File: src/complex_arithmetic_unit_top_macros.svh
// ---------------------------------------------------------------------------
// complex arithmetic unit assertion macros
// shared assertion forms, clocked on clock; the same-cycle form uses reset as the disable
// ---------------------------------------------------------------------------
`ifndef COMPLEX_ARITHMETIC_UNIT_TOP_MACROS_SVH
`define COMPLEX_ARITHMETIC_UNIT_TOP_MACROS_SVH

// same-cycle implication, off while reset is high
`define CAU_CHECK_IMP(label, ante, cons, msg) \
   label: assert property (@(posedge clock) disable iff (reset) (ante) |-> (cons)) \
      else $error(msg);

// next-cycle implication, active during reset too
`define CAU_CHECK_NXT(label, ante, cons, msg) \
   label: assert property (@(posedge clock) (ante) |=> (cons)) else $error(msg);

`endif

File: src/cau_pkg.sv
// ---------------------------------------------------------------------------
// cau_pkg
// widths, opcodes and pipeline payload types of the complex arithmetic unit
// ---------------------------------------------------------------------------
package cau_pkg;

   localparam int DataWidth = 16;
   localparam int FracBits  = 8;

   // derived widths
   localparam int ProdWidth = 2 * DataWidth;
   localparam int SumWidth  = ProdWidth + 1;
   localparam int DirWidth  = SumWidth;
   localparam int MagWidth  = SumWidth + FracBits;
   localparam int DenWidth  = ProdWidth;
   localparam int QuoWidth  = DataWidth;
   localparam int ShWidth   = DenWidth + QuoWidth - 1;
   localparam int CmpWidth  = (MagWidth > DenWidth + QuoWidth) ? MagWidth
                                                               : DenWidth + QuoWidth;

   // saturation limits as raw bit patterns
   localparam logic [DataWidth-1:0] ResMax = {1'b0, {(DataWidth-1){1'b1}}};
   localparam logic [DataWidth-1:0] ResMin = {1'b1, {(DataWidth-1){1'b0}}};

   typedef enum logic [1:0] {
      OP_ADD = 2'd0,
      OP_SUB = 2'd1,
      OP_MUL = 2'd2,
      OP_DIV = 2'd3
   } opcode_type;

   // products stage
   typedef struct packed {
      opcode_type                  op;
      logic signed [ProdWidth-1:0] p_rr;
      logic signed [ProdWidth-1:0] p_ii;
      logic signed [ProdWidth-1:0] p_ri;
      logic signed [ProdWidth-1:0] p_ir;
      logic [ProdWidth-1:0]        p_br2;
      logic [ProdWidth-1:0]        p_bi2;
      logic signed [DirWidth-1:0]  sum_re;
      logic signed [DirWidth-1:0]  sum_im;
   } prod_type;

   // one quotient lane
   typedef struct packed {
      logic [MagWidth-1:0] rem;
      logic [QuoWidth-1:0] quo;
      logic                neg;
      logic                big;
   } lane_type;

   // divider chain payload
   typedef struct packed {
      opcode_type                 op;
      logic                       dz;
      logic [ShWidth-1:0]         dsh;
      lane_type                   re;
      lane_type                   im;
      logic signed [DirWidth-1:0] dir_re;
      logic signed [DirWidth-1:0] dir_im;
   } div_type;

   typedef struct packed {
      logic [DataWidth-1:0] res_real;
      logic [DataWidth-1:0] res_imag;
      logic                 overflow;
      logic                 div_zero;
   } result_type;

endpackage

File: src/cau_div_cell.sv
// ---------------------------------------------------------------------------
// cau_div_cell
// one restoring-division step: one quotient bit for each lane
// ---------------------------------------------------------------------------
module cau_div_cell (
   input  logic             clock,
   input  logic             reset,
   input  logic             en,
   input  logic             in_valid,
   input  cau_pkg::div_type in_data,
   output logic             valid_ff,
   output cau_pkg::div_type data_ff
);

   cau_pkg::div_type data_in;
   logic [cau_pkg::CmpWidth-1:0] dsh_x, rem_re_x, rem_im_x;
   logic                         ge_re, ge_im;

   always_comb begin
      dsh_x    = cau_pkg::CmpWidth'(in_data.dsh);
      rem_re_x = cau_pkg::CmpWidth'(in_data.re.rem);
      rem_im_x = cau_pkg::CmpWidth'(in_data.im.rem);
      ge_re    = (rem_re_x >= dsh_x);
      ge_im    = (rem_im_x >= dsh_x);

      data_in        = in_data;
      data_in.dsh    = in_data.dsh >> 1;
      // trial subtract, keep the remainder when it fits
      data_in.re.rem = ge_re ? cau_pkg::MagWidth'(rem_re_x - dsh_x) : in_data.re.rem;
      data_in.im.rem = ge_im ? cau_pkg::MagWidth'(rem_im_x - dsh_x) : in_data.im.rem;
      data_in.re.quo = {in_data.re.quo[cau_pkg::QuoWidth-2:0], ge_re};
      data_in.im.quo = {in_data.im.quo[cau_pkg::QuoWidth-2:0], ge_im};
   end

   always_ff @(posedge clock) begin
      if (reset) begin
         valid_ff <= 1'b0;
      end else if (en) begin
         valid_ff <= in_valid;
      end
   end

   always_ff @(posedge clock) begin
      if (en) begin
         data_ff <= data_in;
      end
   end

endmodule

File: config.mk
export PLATFORM = sky130hd
export DESIGN_NAME = cau_div_cell
export DESIGN_NICKNAME = d
export VERILOG_FILES = /design/src/complex_arithmetic_unit_top_macros.svh /design/src/cau_pkg.sv /design/src/cau_div_cell.sv
export SDC_FILE = /design/constraint.sdc
export NUM_CORES = 1
export LEC_CHECK = 0
export ABC_AREA = 0
export BUFFER_PORTS_ARGS = -buffer_cell sky130_fd_sc_hd__buf_2
export CORE_AREA = 5 5 183 185
export DETAILED_ROUTE_END_ITERATION = 6
export DIE_AREA = 0 0 188 190
export MAX_ROUTING_LAYER = met4
export PLACE_DENSITY = 0.69
export RECOVER_POWER = 100
export SETUP_SLACK_MARGIN = 0.05
export SLEW_MARGIN = 10
export SYNTH_ARGS = -nofsm -noshare
export SYNTH_HDL_FRONTEND = slang
export SYNTH_SLANG_ARGS = --single-unit
File: constraint.sdc
create_clock -name clock -period 6.6 [get_ports clock]
set_input_delay 0.33 -clock clock [delete_from_list [all_inputs] [get_ports clock]]
set_output_delay 0.33 -clock clock [all_outputs]
set_load 0.1 [all_outputs]
# Yosys cells after proc, flatten, opt, wreduce, memory -nomap -nowiden
# Cells that the tools add are included.
word_totals:
  register_bits: 234
  input_bits: 238
  output_inout_bits: 235
  word_cells: 20
classes:
  addsub: 2
  magnitude_cmp: 2
  n_mux: 2
op_table:
  columns: ["operator", "n"]
  rows:
  - ["$ge A41 B47 Y1", 2]
  - ["$mux W41", 2]
  - ["$sub A41 B41 Y41", 2]

# Logic depth before layout (Yosys ltp)
# Gate-level depths: netlist of run 1.
logic_depth:
  word_depth: 2
  depth_mapped: 14
  ltp_nobuf: 12

# Worst setup path after synthesis of run 1
# No wires, ideal clock.
synth_timing:
  path_type: "input to register"
  start: "input in_data[143] (netlist name)"
  end: "register data_ff[179] (netlist name) (data pin)"
  setup_ns: 0.260
  arrival_time_ns: 2.515
  required_time_ns: 6.340
  path_slack_ns: 3.825
  stages: 12
  n_path_buf: 0
  path_cell_list: "inv_1 -> ha_1 -> fa_1 -> or2b_1 -> a21oi_1 -> o21ai_1 -> a21oi_1 -> nor3_2 -> o31ai_1 -> a21oi_1 -> xnor2_1 -> mux2_4"
synth_rtl:
  columns: ["element", "line_no", "rtl"]
  rows:
  - ["start: declaration", "cau_div_cell.sv:10", "input cau_pkg::div_type in_data,"]
  - ["end signal: assignment", "cau_div_cell.sv:45", "data_ff <= data_in;"]
  - ["end: declaration", "cau_div_cell.sv:12", "output cau_pkg::div_type data_ff"]

==> impl_metrics.toml, run 1 <==
[cts]
cts_tree = "done"
clockBufferDepth = 3
cts_made_buffers = 26
insertion_delay_ns = 0.53
htreeDepth = 1
clkTransAtPathRegs_ns = 0.06
cts-root-buf = "clkbuf_16"
clock-sinks = 234

[setup_path]
startpoint_type = "input pin"
crit_path_max_incr_delay_ns = 1.32
crit_type = "input pin to flip-flop"
cp_common_cell = "a21oi_1"
cp.arrival_ns = 5.23
critPathBufInv = 4
worstPathCellList = "dlygate4sd3_1 -> clkbuf_1 -> inv_1 -> ha_1 -> a21oi_1 -> o211ai_1 -> a21oi_1 -> a211oi_1 -> o211ai_1 -> a21oi_1 -> o21bai_4 -> clkbuf_1 -> mux2_2"
critical_path.top_delay_family = "buffers and inverters"
end_kind = "flip-flop"
cp.required_ns = 6.88
worst-path-max-fanout = 47
worst_path_max_delay_cell = "clkbuf_1"

[global_route]
grt_first_pass_wirelength_um = 65430
grt_pass1_vias = 11300
antenna_found_initial = 12
grt_max_degree = 120
overflow = 0
grt_use_total_pct = 24.20

[drt]
postRouteAntennaNets = 0
first_iter_violations = 707
totalWireLength_um = 45100
drt-pass1-iter-count = 5
wire_per_inst_um = 20.90
routed_via_density = 5.234
drc = 0
vias = 11300

[place]
dp_slack_ns = 2.358
gp_congestion = 0.8914
hpwlAfterDp_um = 34270
io_buffers = 469
dp.cells = 1951

[timing]
rsz0062_at_grt = "false"
clock.fmax_ghz = 0.2022
min_period_over_period_pct = 74.93
fin_crit_ns = 4.945
hold_slack_ns = 0.08889
worst_slew_pin_slew_ns = 4.215
slew_viol_final = 167
fin_tns_setup_ns = 0
setup_ws_ns = 1.655
slew_headroom_pct = -181.0
setup_viol = 0
finalClockSkew_ns = 0
finalHoldViolCount = 0

[floorplan]
std_cell_rows = 66
initial_core_util_pct = 41.25
ioPinCount = 473
coreArea_mm2 = 0.03188
die_w_um = 188
die_h_um = 190
dieArea_mm2 = 0.03572

[layout]
finalNetCount = 2039
area_growth_pct = 34.12
final_cell_mix = "285 x clkbuf_1, 233 x edfxtp_1, 193 x buf_2, 146 x dlygate4sd3_1, 105 x nand2_1"
layout_commonest_cell = "clkbuf_1"
final_util_pct = 55.33
nFillCells = 2910
stdcell_count = 2158
drive_above_1_share_pct = 15.20

[pwr]
peakVddDrop_mv = 0.1635
power_density_mw_per_mm2 = 285.2
p_leak_nw = 7.152

[synth]
yosys_warnings = 0
synth.cell_area_mm2 = 0.01315
synth.area.top_cells = "edfxtp_1 53%, ha_1 7.8%, mux2_4 4.0%"
synthFlopType = "edfxtp_1"
ys_seq_area_share_pct = 53.36
async_flop_share_pct = 0
synth_top_area_share_pct = 53.21
syn-num-nets = 1441
syn_inst = 1119
synth_area_leader_cell = "edfxtp_1"
synth_seq_cells = 234
synth_edf_count = 233
ys_types = 73
syn_area_per_cell_um2 = 11.75

[run_status]
violations = "capacitance limit, slew limit"
outcome = "finished, violations left"

[worst_hold_path]
min_path_type = "input pin to flip-flop"

[run]
drv_cap = 3
per-stage QoR:
| step | area [µm²] | power [mW] |
|---|---|---|
| 2_1_floorplan | 13150 | 3.122 |
| 3_3_place_gp | 15740 | 3.455 |
| 3_5_place_dp | 15740 | 3.465 |
| 4_1_cts | 18090 | 5.094 |
| 5_1_grt | 17630 | 5.218 |
| 6_report | 17640 | 5.030 |
path summary, 6_finish.rpt:
check	slack [ns]	startpoint	cells past startpoint	end
worst max register to register	5.95	valid_ff	2	valid_ff
worst min-delay path	0.09	in_data[88]	3	data_ff[88]
worst min register to register	0.57	valid_ff	2	valid_ff
worst max-delay path	1.65	in_data[193]	13	data_ff[87]
registers in the layout, summed over array words and instances (netlist names):
name / cells
data_ff: 233
valid_ff: 1
worst min-delay path, cell delays in order:
cell and delay, ns:
buf_2 0.09, nand2_1 0.04, o21ai_0 0.05
cells in the mapped netlist (all sizes together) (3+ instances only):
library cell	count
a21oi	92
mux2	39
nor4	4
o211ai	9
nand2b	10
a21o	44
o31ai	11
clkbuf	16
o21bai	12
buf	33
o21ai	89
nor2b	6
ha	82
nor2	48
and3	10
and2	3
nand3b	4
nand2	105
mux2i	3
o21a	6
inv	64
a31oi	14
a211oi	6
a2111oi	5
xor2	29
nand4	17
edfxtp	233
a31o	5
xnor2	46
nor3	14
nand3	25
area by class of cell:
class | instances | area (µm²) | area share, %
Multi-Input combinational cell | 772 | 5439 | 30.84
Tap cell | 408 | 510.5 | 2.895
Clock buffer | 33 | 698.2 | 3.959
Antenna cell | 13 | 32.53 | 0.1845
Clock inverter | 15 | 209.0 | 1.185
Inverter | 64 | 240.2 | 1.362
Timing Repair Buffer | 619 | 3490 | 19.79
Sequential cell | 234 | 7017 | 39.79
report_power, final:
group | total (mW) | switching (mW) | internal, mW
Sequential | 1.81 | 0.0377 | 1.77
Clock | 1.55 | 0.604 | 0.945
Combinational | 1.67 | 1.31 | 0.364
Total | 5.03 | 1.95 | 3.08
logic make-up after synthesis:
group,Yosys count,synth area share (%)
buffers and inverters,113,4.282
xor gates and xnor gates,75,4.996
AOI/OAI and AO/OA,313,15.40
DFF,234,53.36
other,1,0.02852
and+or+nand+nor,257,9.259
muxes,42,4.567
adders and majority gates,84,8.107
what timing repair did:
action	CTS	global route
hold endpoints to repair	145	1
hold buffers	145	1
resized for setup	0	0
buffers inserted	0	0
layer usage:
metal | global-route usage [%] | vias up | wire length [µm]
li1 | - | 5400 | -
met1 | 27.60 | 5391 | 17700
met2 | 42.69 | 427 | 23110
met3 | 5.119 | 78 | 3081
met4 | 7.849 | 0 | 1208
met5 | - | - | 0
No activity file was read; power rests on OpenSTA's default activity.
==> run 2, diff against run 1 <==
--- a/config.mk
+++ b/config.mk
@@ -11,7 +11,7 @@
 export DETAILED_ROUTE_END_ITERATION = 6
 export DIE_AREA = 0 0 188 190
 export MAX_ROUTING_LAYER = met4
-export PLACE_DENSITY = 0.69
+export PLACE_DENSITY = 0.72
 export RECOVER_POWER = 100
 export SETUP_SLACK_MARGIN = 0.05
 export SLEW_MARGIN = 10
==> constraint.sdc (replaced) <==
create_clock -name clock -period 4.25 [get_ports clock]
set_input_delay 0.2125 -clock clock [delete_from_list [all_inputs] [get_ports clock]]
set_output_delay 0.2125 -clock clock [all_outputs]
set_load 0.1 [all_outputs]
==> run 2 against run 1 <==
Against the previous run: the run still ends with capacitance limit, slew limit left; clock skew unchanged; critical path depth decreased by 11; worst hold slack got worse by 0.082 ns; worst setup slack got worse by 1.2 ns; register-to-register slack got worse by 2.9 ns; sequential share of layout area decreased by 1.5 points; clock power increased by 51%.
==> impl_metrics.toml, run 2 (synthesis results as in run 1) <==
[global_route]
grt.busiest_layer = "met2"
overflow = 0
grtUsageMet3_pct = 4.532
grt_first_pass_wirelength_um = 69410
antenna_found_initial = 15
grt_use_total_pct = 25.48
grt_max_degree = 119
grt_pass1_vias = 12050
met2_usage_pct = 45.67
met1_usage_pct = 29.14

[drt]
first_iter_violations = 826
drc = 0
vias = 11620
postRouteAntennaNets = 0
wire_per_inst_um = 21.09
drt-pass1-iter-count = 5
totalWireLength_um = 47050
routed_via_density = 5.207

[setup_path]
cp.required_ns = 4.38
r2r_setup_slack_ns = 3.05
rr_worst_depth = 3
r2r-start = "valid_ff"
startpoint_type = "input pin"
rr_endpoint = "valid_ff"
crit_path_max_incr_delay_ns = 2.09
worst-path-max-fanout = 118
worstPathCellList = "clkbuf_2 -> buf_2"
end_kind = "flip-flop"
cp.arrival_ns = 3.90
critical_path.top_delay_family = "buffers and inverters"
startpoint = "en"
crit_type = "input pin to flip-flop"
critPathBufInv = 2
worst_path_max_delay_cell = "clkbuf_2"

[place]
gp_congestion = 0.9126
dp_slack_ns = 0.5122
io_buffers = 469
post_dp_cell_area_mm2 = 0.01578
hpwlAfterDp_um = 33970

[timing]
min_period_over_period_pct = 88.56
slew_headroom_pct = -107.6
setup_ws_ns = 0.4863
clock.fmax_ghz = 0.2657
finalClockSkew_ns = 0
worst_slew_pin_slew_ns = 3.114
fin_tns_setup_ns = 0
rsz0062_at_grt = "false"
fin_crit_ns = 3.764
slew_viol_final = 145
setup_viol = 0
finalHoldViolCount = 0

[cts]
cts-root-buf = "clkbuf_16"
insertion_delay_ns = 0.54
htreeDepth = 1
cts_tree = "done"
cts_made_buffers = 27
clockBufferDepth = 3
clock-sinks = 234
clkTransAtPathRegs_ns = 0.06
cts_resized = 0

[run]
drv_cap = 3

[worst_hold_path]
hold-path-endpoint = "data_ff[97]"
min_path_type = "input pin to flip-flop"
holdPathStages = 3
hold_start = "in_data[97]"

[floorplan]
die_w_um = 188
ioPinCount = 473
std_cell_rows = 66
initial_core_util_pct = 41.25
dieArea_mm2 = 0.03572
die_h_um = 190
coreArea_mm2 = 0.03188

[layout]
largest_register_ffs = 233
top_regs = "data_ff x233, valid_ff x1"
top_register = "data_ff"
drive_above_1_share_pct = 14.66
layout_commonest_cell = "clkbuf_1"
final_cell_mix = "286 x clkbuf_1, 233 x edfxtp_1, 214 x dlygate4sd3_1, 186 x buf_2, 105 x nand2_1"
nFillCells = 2793
area_growth_pct = 39.28
finalNetCount = 2110
fin_area_mm2 = 0.01831

[pwr]
p_leak_nw = 7.411
clock_power_share_pct = 30.0
peakVddDrop_mv = 0.2922
p_sw_share_pct = 39.73
seqPwrFrac_pct = 36.0
p_int_mw = 4.712
p_comb_share_pct = 34.0
p_switching_mw = 3.107
power_density_mw_per_mm2 = 426.9

[run_status]
outcome = "finished, violations left"
violations = "capacitance limit, slew limit"
## run 2: cell types whose count changed in the layout (fill, tap and decap cells not counted), sizes merged
cell	before	now
diode	13	15
inv	65	66
clkbuf	312	315
dlygate4sd3	146	214
clkinvlp	2	6
bufinv	5	3
buf	194	191
## run 2: per-layer routing
layer / share of wire [%] / wire length, µm
met4: 2.7 / 1251
met5: 0 / 0
met3: 6.3 / 2968
met1: 39 / 18510
met2: 52 / 24320
## run 2: stage by stage
stage	util [%]	hold WS, ns	instances	power, mW
after floorplan	-	0.2849	1119	4.849
after global placement	49.49	0.3714	1953	5.368
after detailed placement	49.49	0.3802	1953	5.384
after CTS	58.98	0.0009821	2216	7.879
after global routing	57.45	0.01379	2231	8.107
final	57.45	0.006688	2231	7.818
## run 2: worst max path at each step
stage / endpoint / slack (ns) / depth (start not counted)
after floorplan: data_ff[179] / 1.59 / 12
after global placement: data_ff[146] / 0.49 / 10
after detailed placement: data_ff[145] / 0.51 / 10
after CTS: data_ff[145] / 0.52 / 11
after global routing: data_ff[78] / 0.22 / 2
final: data_ff[67] / 0.49 / 2
## run 2: power by group through the flow
stage	clock (mW)	combinational, mW	sequential (mW)
2_1_floorplan	0	0.691	4.16
3_3_place_gp	0	2.53	2.84
3_5_place_dp	0	2.54	2.84
4_1_cts	2.37	2.72	2.79
5_1_grt	2.49	2.79	2.83
6_report	2.34	2.66	2.82
## run 2: layout make-up
class | count | area [µm²] | share of cell area (%)
Sequential cell | 234 | 7017 | 38.31
Clock inverter | 18 | 190.2 | 1.038
Tap cell | 408 | 510.5 | 2.787
Antenna cell | 15 | 37.54 | 0.2050
Multi-Input combinational cell | 772 | 5440 | 29.71
Inverter | 64 | 240.2 | 1.312
Clock buffer | 31 | 690.7 | 3.771
Timing Repair Buffer | 689 | 4188 | 22.87
## run 2: what timing repair did
action                    4_1_cts  5_1_grt
setup buffers                   0        0
hold buffers                  214        0
hold endpoints to repair      213        0
==> run 3, diff against run 2 <==
--- a/config.mk
+++ b/config.mk
@@ -7,11 +7,11 @@
 export LEC_CHECK = 0
 export ABC_AREA = 0
 export BUFFER_PORTS_ARGS = -buffer_cell sky130_fd_sc_hd__buf_2
-export CORE_AREA = 5 5 183 185
+export CORE_ASPECT_RATIO = 1.4
+export CORE_MARGIN = 5
+export CORE_UTILIZATION = 30
 export DETAILED_ROUTE_END_ITERATION = 6
-export DIE_AREA = 0 0 188 190
 export MAX_ROUTING_LAYER = met4
-export PLACE_DENSITY = 0.72
 export RECOVER_POWER = 100
 export SETUP_SLACK_MARGIN = 0.05
 export SLEW_MARGIN = 10
==> run 3 against run 2 <==
Against the previous run: sequential cell count unchanged; global-route usage decreased by 6.5 points; maximum frequency decreased by 3.7%; via count decreased by 1.5%; final cell count increased by 6.5%; register-to-register slack about the same; power increased by 2.2%; highest routed layer unchanged; the flow still finishes with violations (capacitance limit, slew limit); non-clock buffer count increased by 12; final area increased by 1.7%.
==> impl_metrics.toml, run 3 (synthesis results as in run 1) <==
[setup_path]
r2r_setup_slack_ns = 3.06
cp.required_ns = 4.54
critical_path.top_delay_family = "buffers and inverters"
worstPathCellList = "dlygate4sd3_1 -> clkbuf_1 -> inv_1 -> ha_1 -> nand4_1 -> nor3_1 -> nand3_1 -> a21oi_1 -> o21ai_0 -> a21oi_1 -> o21a_2 -> clkbuf_4 -> mux2_1"
crit_path_max_incr_delay_ns = 0.55
cp.arrival_ns = 4.20
worst_path_max_delay_cell = "dlygate4sd3_1"
end_kind = "flip-flop"
worst-path-max-fanout = 33
rr_worst_depth = 3
cp_common_cell = "a21oi_1"
critPathBufInv = 4
startpoint_type = "input pin"
rr_endpoint = "valid_ff"
crit_type = "input pin to flip-flop"
r2r-start = "valid_ff"

[cts]
post-cts-setup-buffers = 0
hold_buffers = 223
cts_tree = "done"
clkTransAtPathRegs_ns = 0.06
clock-sinks = 234
cts-root-buf = "clkbuf_16"
insertion_delay_ns = 0.55
cts_resized = 0
cts_made_buffers = 27
clockBufferDepth = 3
htreeDepth = 1

[drt]
drc = 0
postRouteAntennaNets = 0
wire_per_inst_um = 19.73
vias = 11440
routed_via_density = 4.813
drt-pass1-iter-count = 6
totalWireLength_um = 46900
first_iter_violations = 556

[floorplan]
die_w_um = 186.9
std_cell_rows = 90
initial_core_util_pct = 30.41
coreArea_mm2 = 0.04324
die_h_um = 257.7
dieArea_mm2 = 0.04818
ioPinCount = 473

[place]
gp_congestion = 0.8898
dp_slack_ns = 0.4749
hpwlAfterDp_um = 36170
io_buffers = 469
dp.cells = 2100
post_dp_cell_area_mm2 = 0.01598

[timing]
finalHoldViolCount = 0
slew_viol_final = 210
fin_crit_ns = 3.907
slew_headroom_pct = -90.97
min_period_over_period_pct = 91.92
worst_slew_pin_slew_ns = 2.865
setup_viol = 0
finalClockSkew_ns = 0
fin_tns_setup_ns = 0
rsz0062_at_grt = "false"
clock.fmax_ghz = 0.2560
setup_ws_ns = 0.3433

[run_status]
outcome = "finished, violations left"
violations = "capacitance limit, slew limit"

[global_route]
overflow = 0
grt_pass1_vias = 11960
grt_use_total_pct = 19.00
grt_max_degree = 108
grt_first_pass_wirelength_um = 70080
antenna_found_initial = 4

[layout]
drive_above_1_share_pct = 14.50
fin_area_mm2 = 0.01863
final_cell_mix = "297 x clkbuf_1, 233 x edfxtp_1, 223 x dlygate4sd3_1, 177 x buf_2, 105 x nand2_1"
finalNetCount = 2122
nFillCells = 4262
top_register = "data_ff"
top_regs = "data_ff x233, valid_ff x1"
area_growth_pct = 41.71
stdcell_count = 2377
largest_register_ffs = 233
layout_commonest_cell = "clkbuf_1"

[pwr]
power_density_mw_per_mm2 = 428.6
peakVddDrop_mv = 0.2686
p_leak_nw = 7.491

[worst_hold_path]
min_path_type = "input pin to flip-flop"
hold-path-endpoint = "data_ff[112]"
holdPathStages = 3
hold_start = "in_data[112]"

[run]
drv_cap = 3
run 3: cell types whose count changed in the layout (fill, tap and decap cells not counted), moves of 3 or more:
cell | before | now
buf_2 | 186 | 177
dlygate4sd3_1 | 214 | 223
clkinv_1 | 4 | 1
clkbuf_1 | 286 | 297
bufinv_16 | 3 | 6
diode_2 | 15 | 4
clkinvlp_4 | 6 | 2
clkinv_2 | 1 | 5
run 3: metrics by stage:
| step | total power, mW | util (%) | hold WS (ns) |
|---|---|---|---|
| finish | 7.987 | 43.09 | 0.009767 |
| global route | 8.296 | 43.09 | 0.03154 |
| CTS | 8.125 | 44.32 | 0.0001116 |
| detailed placement | 5.406 | 36.95 | 0.3778 |
| global placement | 5.390 | 36.95 | 0.3710 |
| floorplan | 4.849 | - | 0.2849 |
run 3: worst max path at each step:
stage                 startpoint           end  slack [ns]  depth (start not counted)
floorplan           in_data[143]  data_ff[179]        1.59                         12
global placement    in_data[198]  data_ff[120]        0.51                         13
detailed placement  in_data[193]  data_ff[120]        0.47                         13
CTS                 in_data[193]  data_ff[120]        0.53                         14
global route        in_data[193]  data_ff[120]        0.13                         14
finish              in_data[212]  data_ff[154]        0.34                         13
run 3: worst reg2reg max path: stages, from the launching register on:
cell	delay, ns
dfxtp_1	0.33
mux2i_1	0.07
nor2_1	0.17
dlygate4sd3_1	0.55
run 3: per-layer routing:
metal	track usage, %	up-vias	share of wire, %
met5	-	-	0
met4	5.857	0	2.9
met3	2.999	71	5.1
met2	35.52	432	54
met1	20.69	5402	38
li1	-	5535	-
run 3: final cells by class:
| cell class | count | area (µm²) | area share, % |
|---|---|---|---|
| flip-flops and latches | 234 | 7017 | 37.66 |
| diodes | 4 | 10.01 | 0.05372 |
| clock buffers | 32 | 694.4 | 3.727 |
| clock inverters | 18 | 259.0 | 1.390 |
| well taps | 552 | 690.7 | 3.707 |
| multi-input cells | 772 | 5450 | 29.25 |
| inverters | 64 | 240.2 | 1.289 |
| repair buffers | 701 | 4272 | 22.93 |
run 3: report_power, final:
| group | total [mW] | internal [mW] | switching (mW) |
|---|---|---|---|
| registers | 2.81 | 2.75 | 0.0587 |
| logic | 2.66 | 0.610 | 2.05 |
| clock network | 2.52 | 1.54 | 0.979 |
| total | 7.99 | 4.90 | 3.09 |
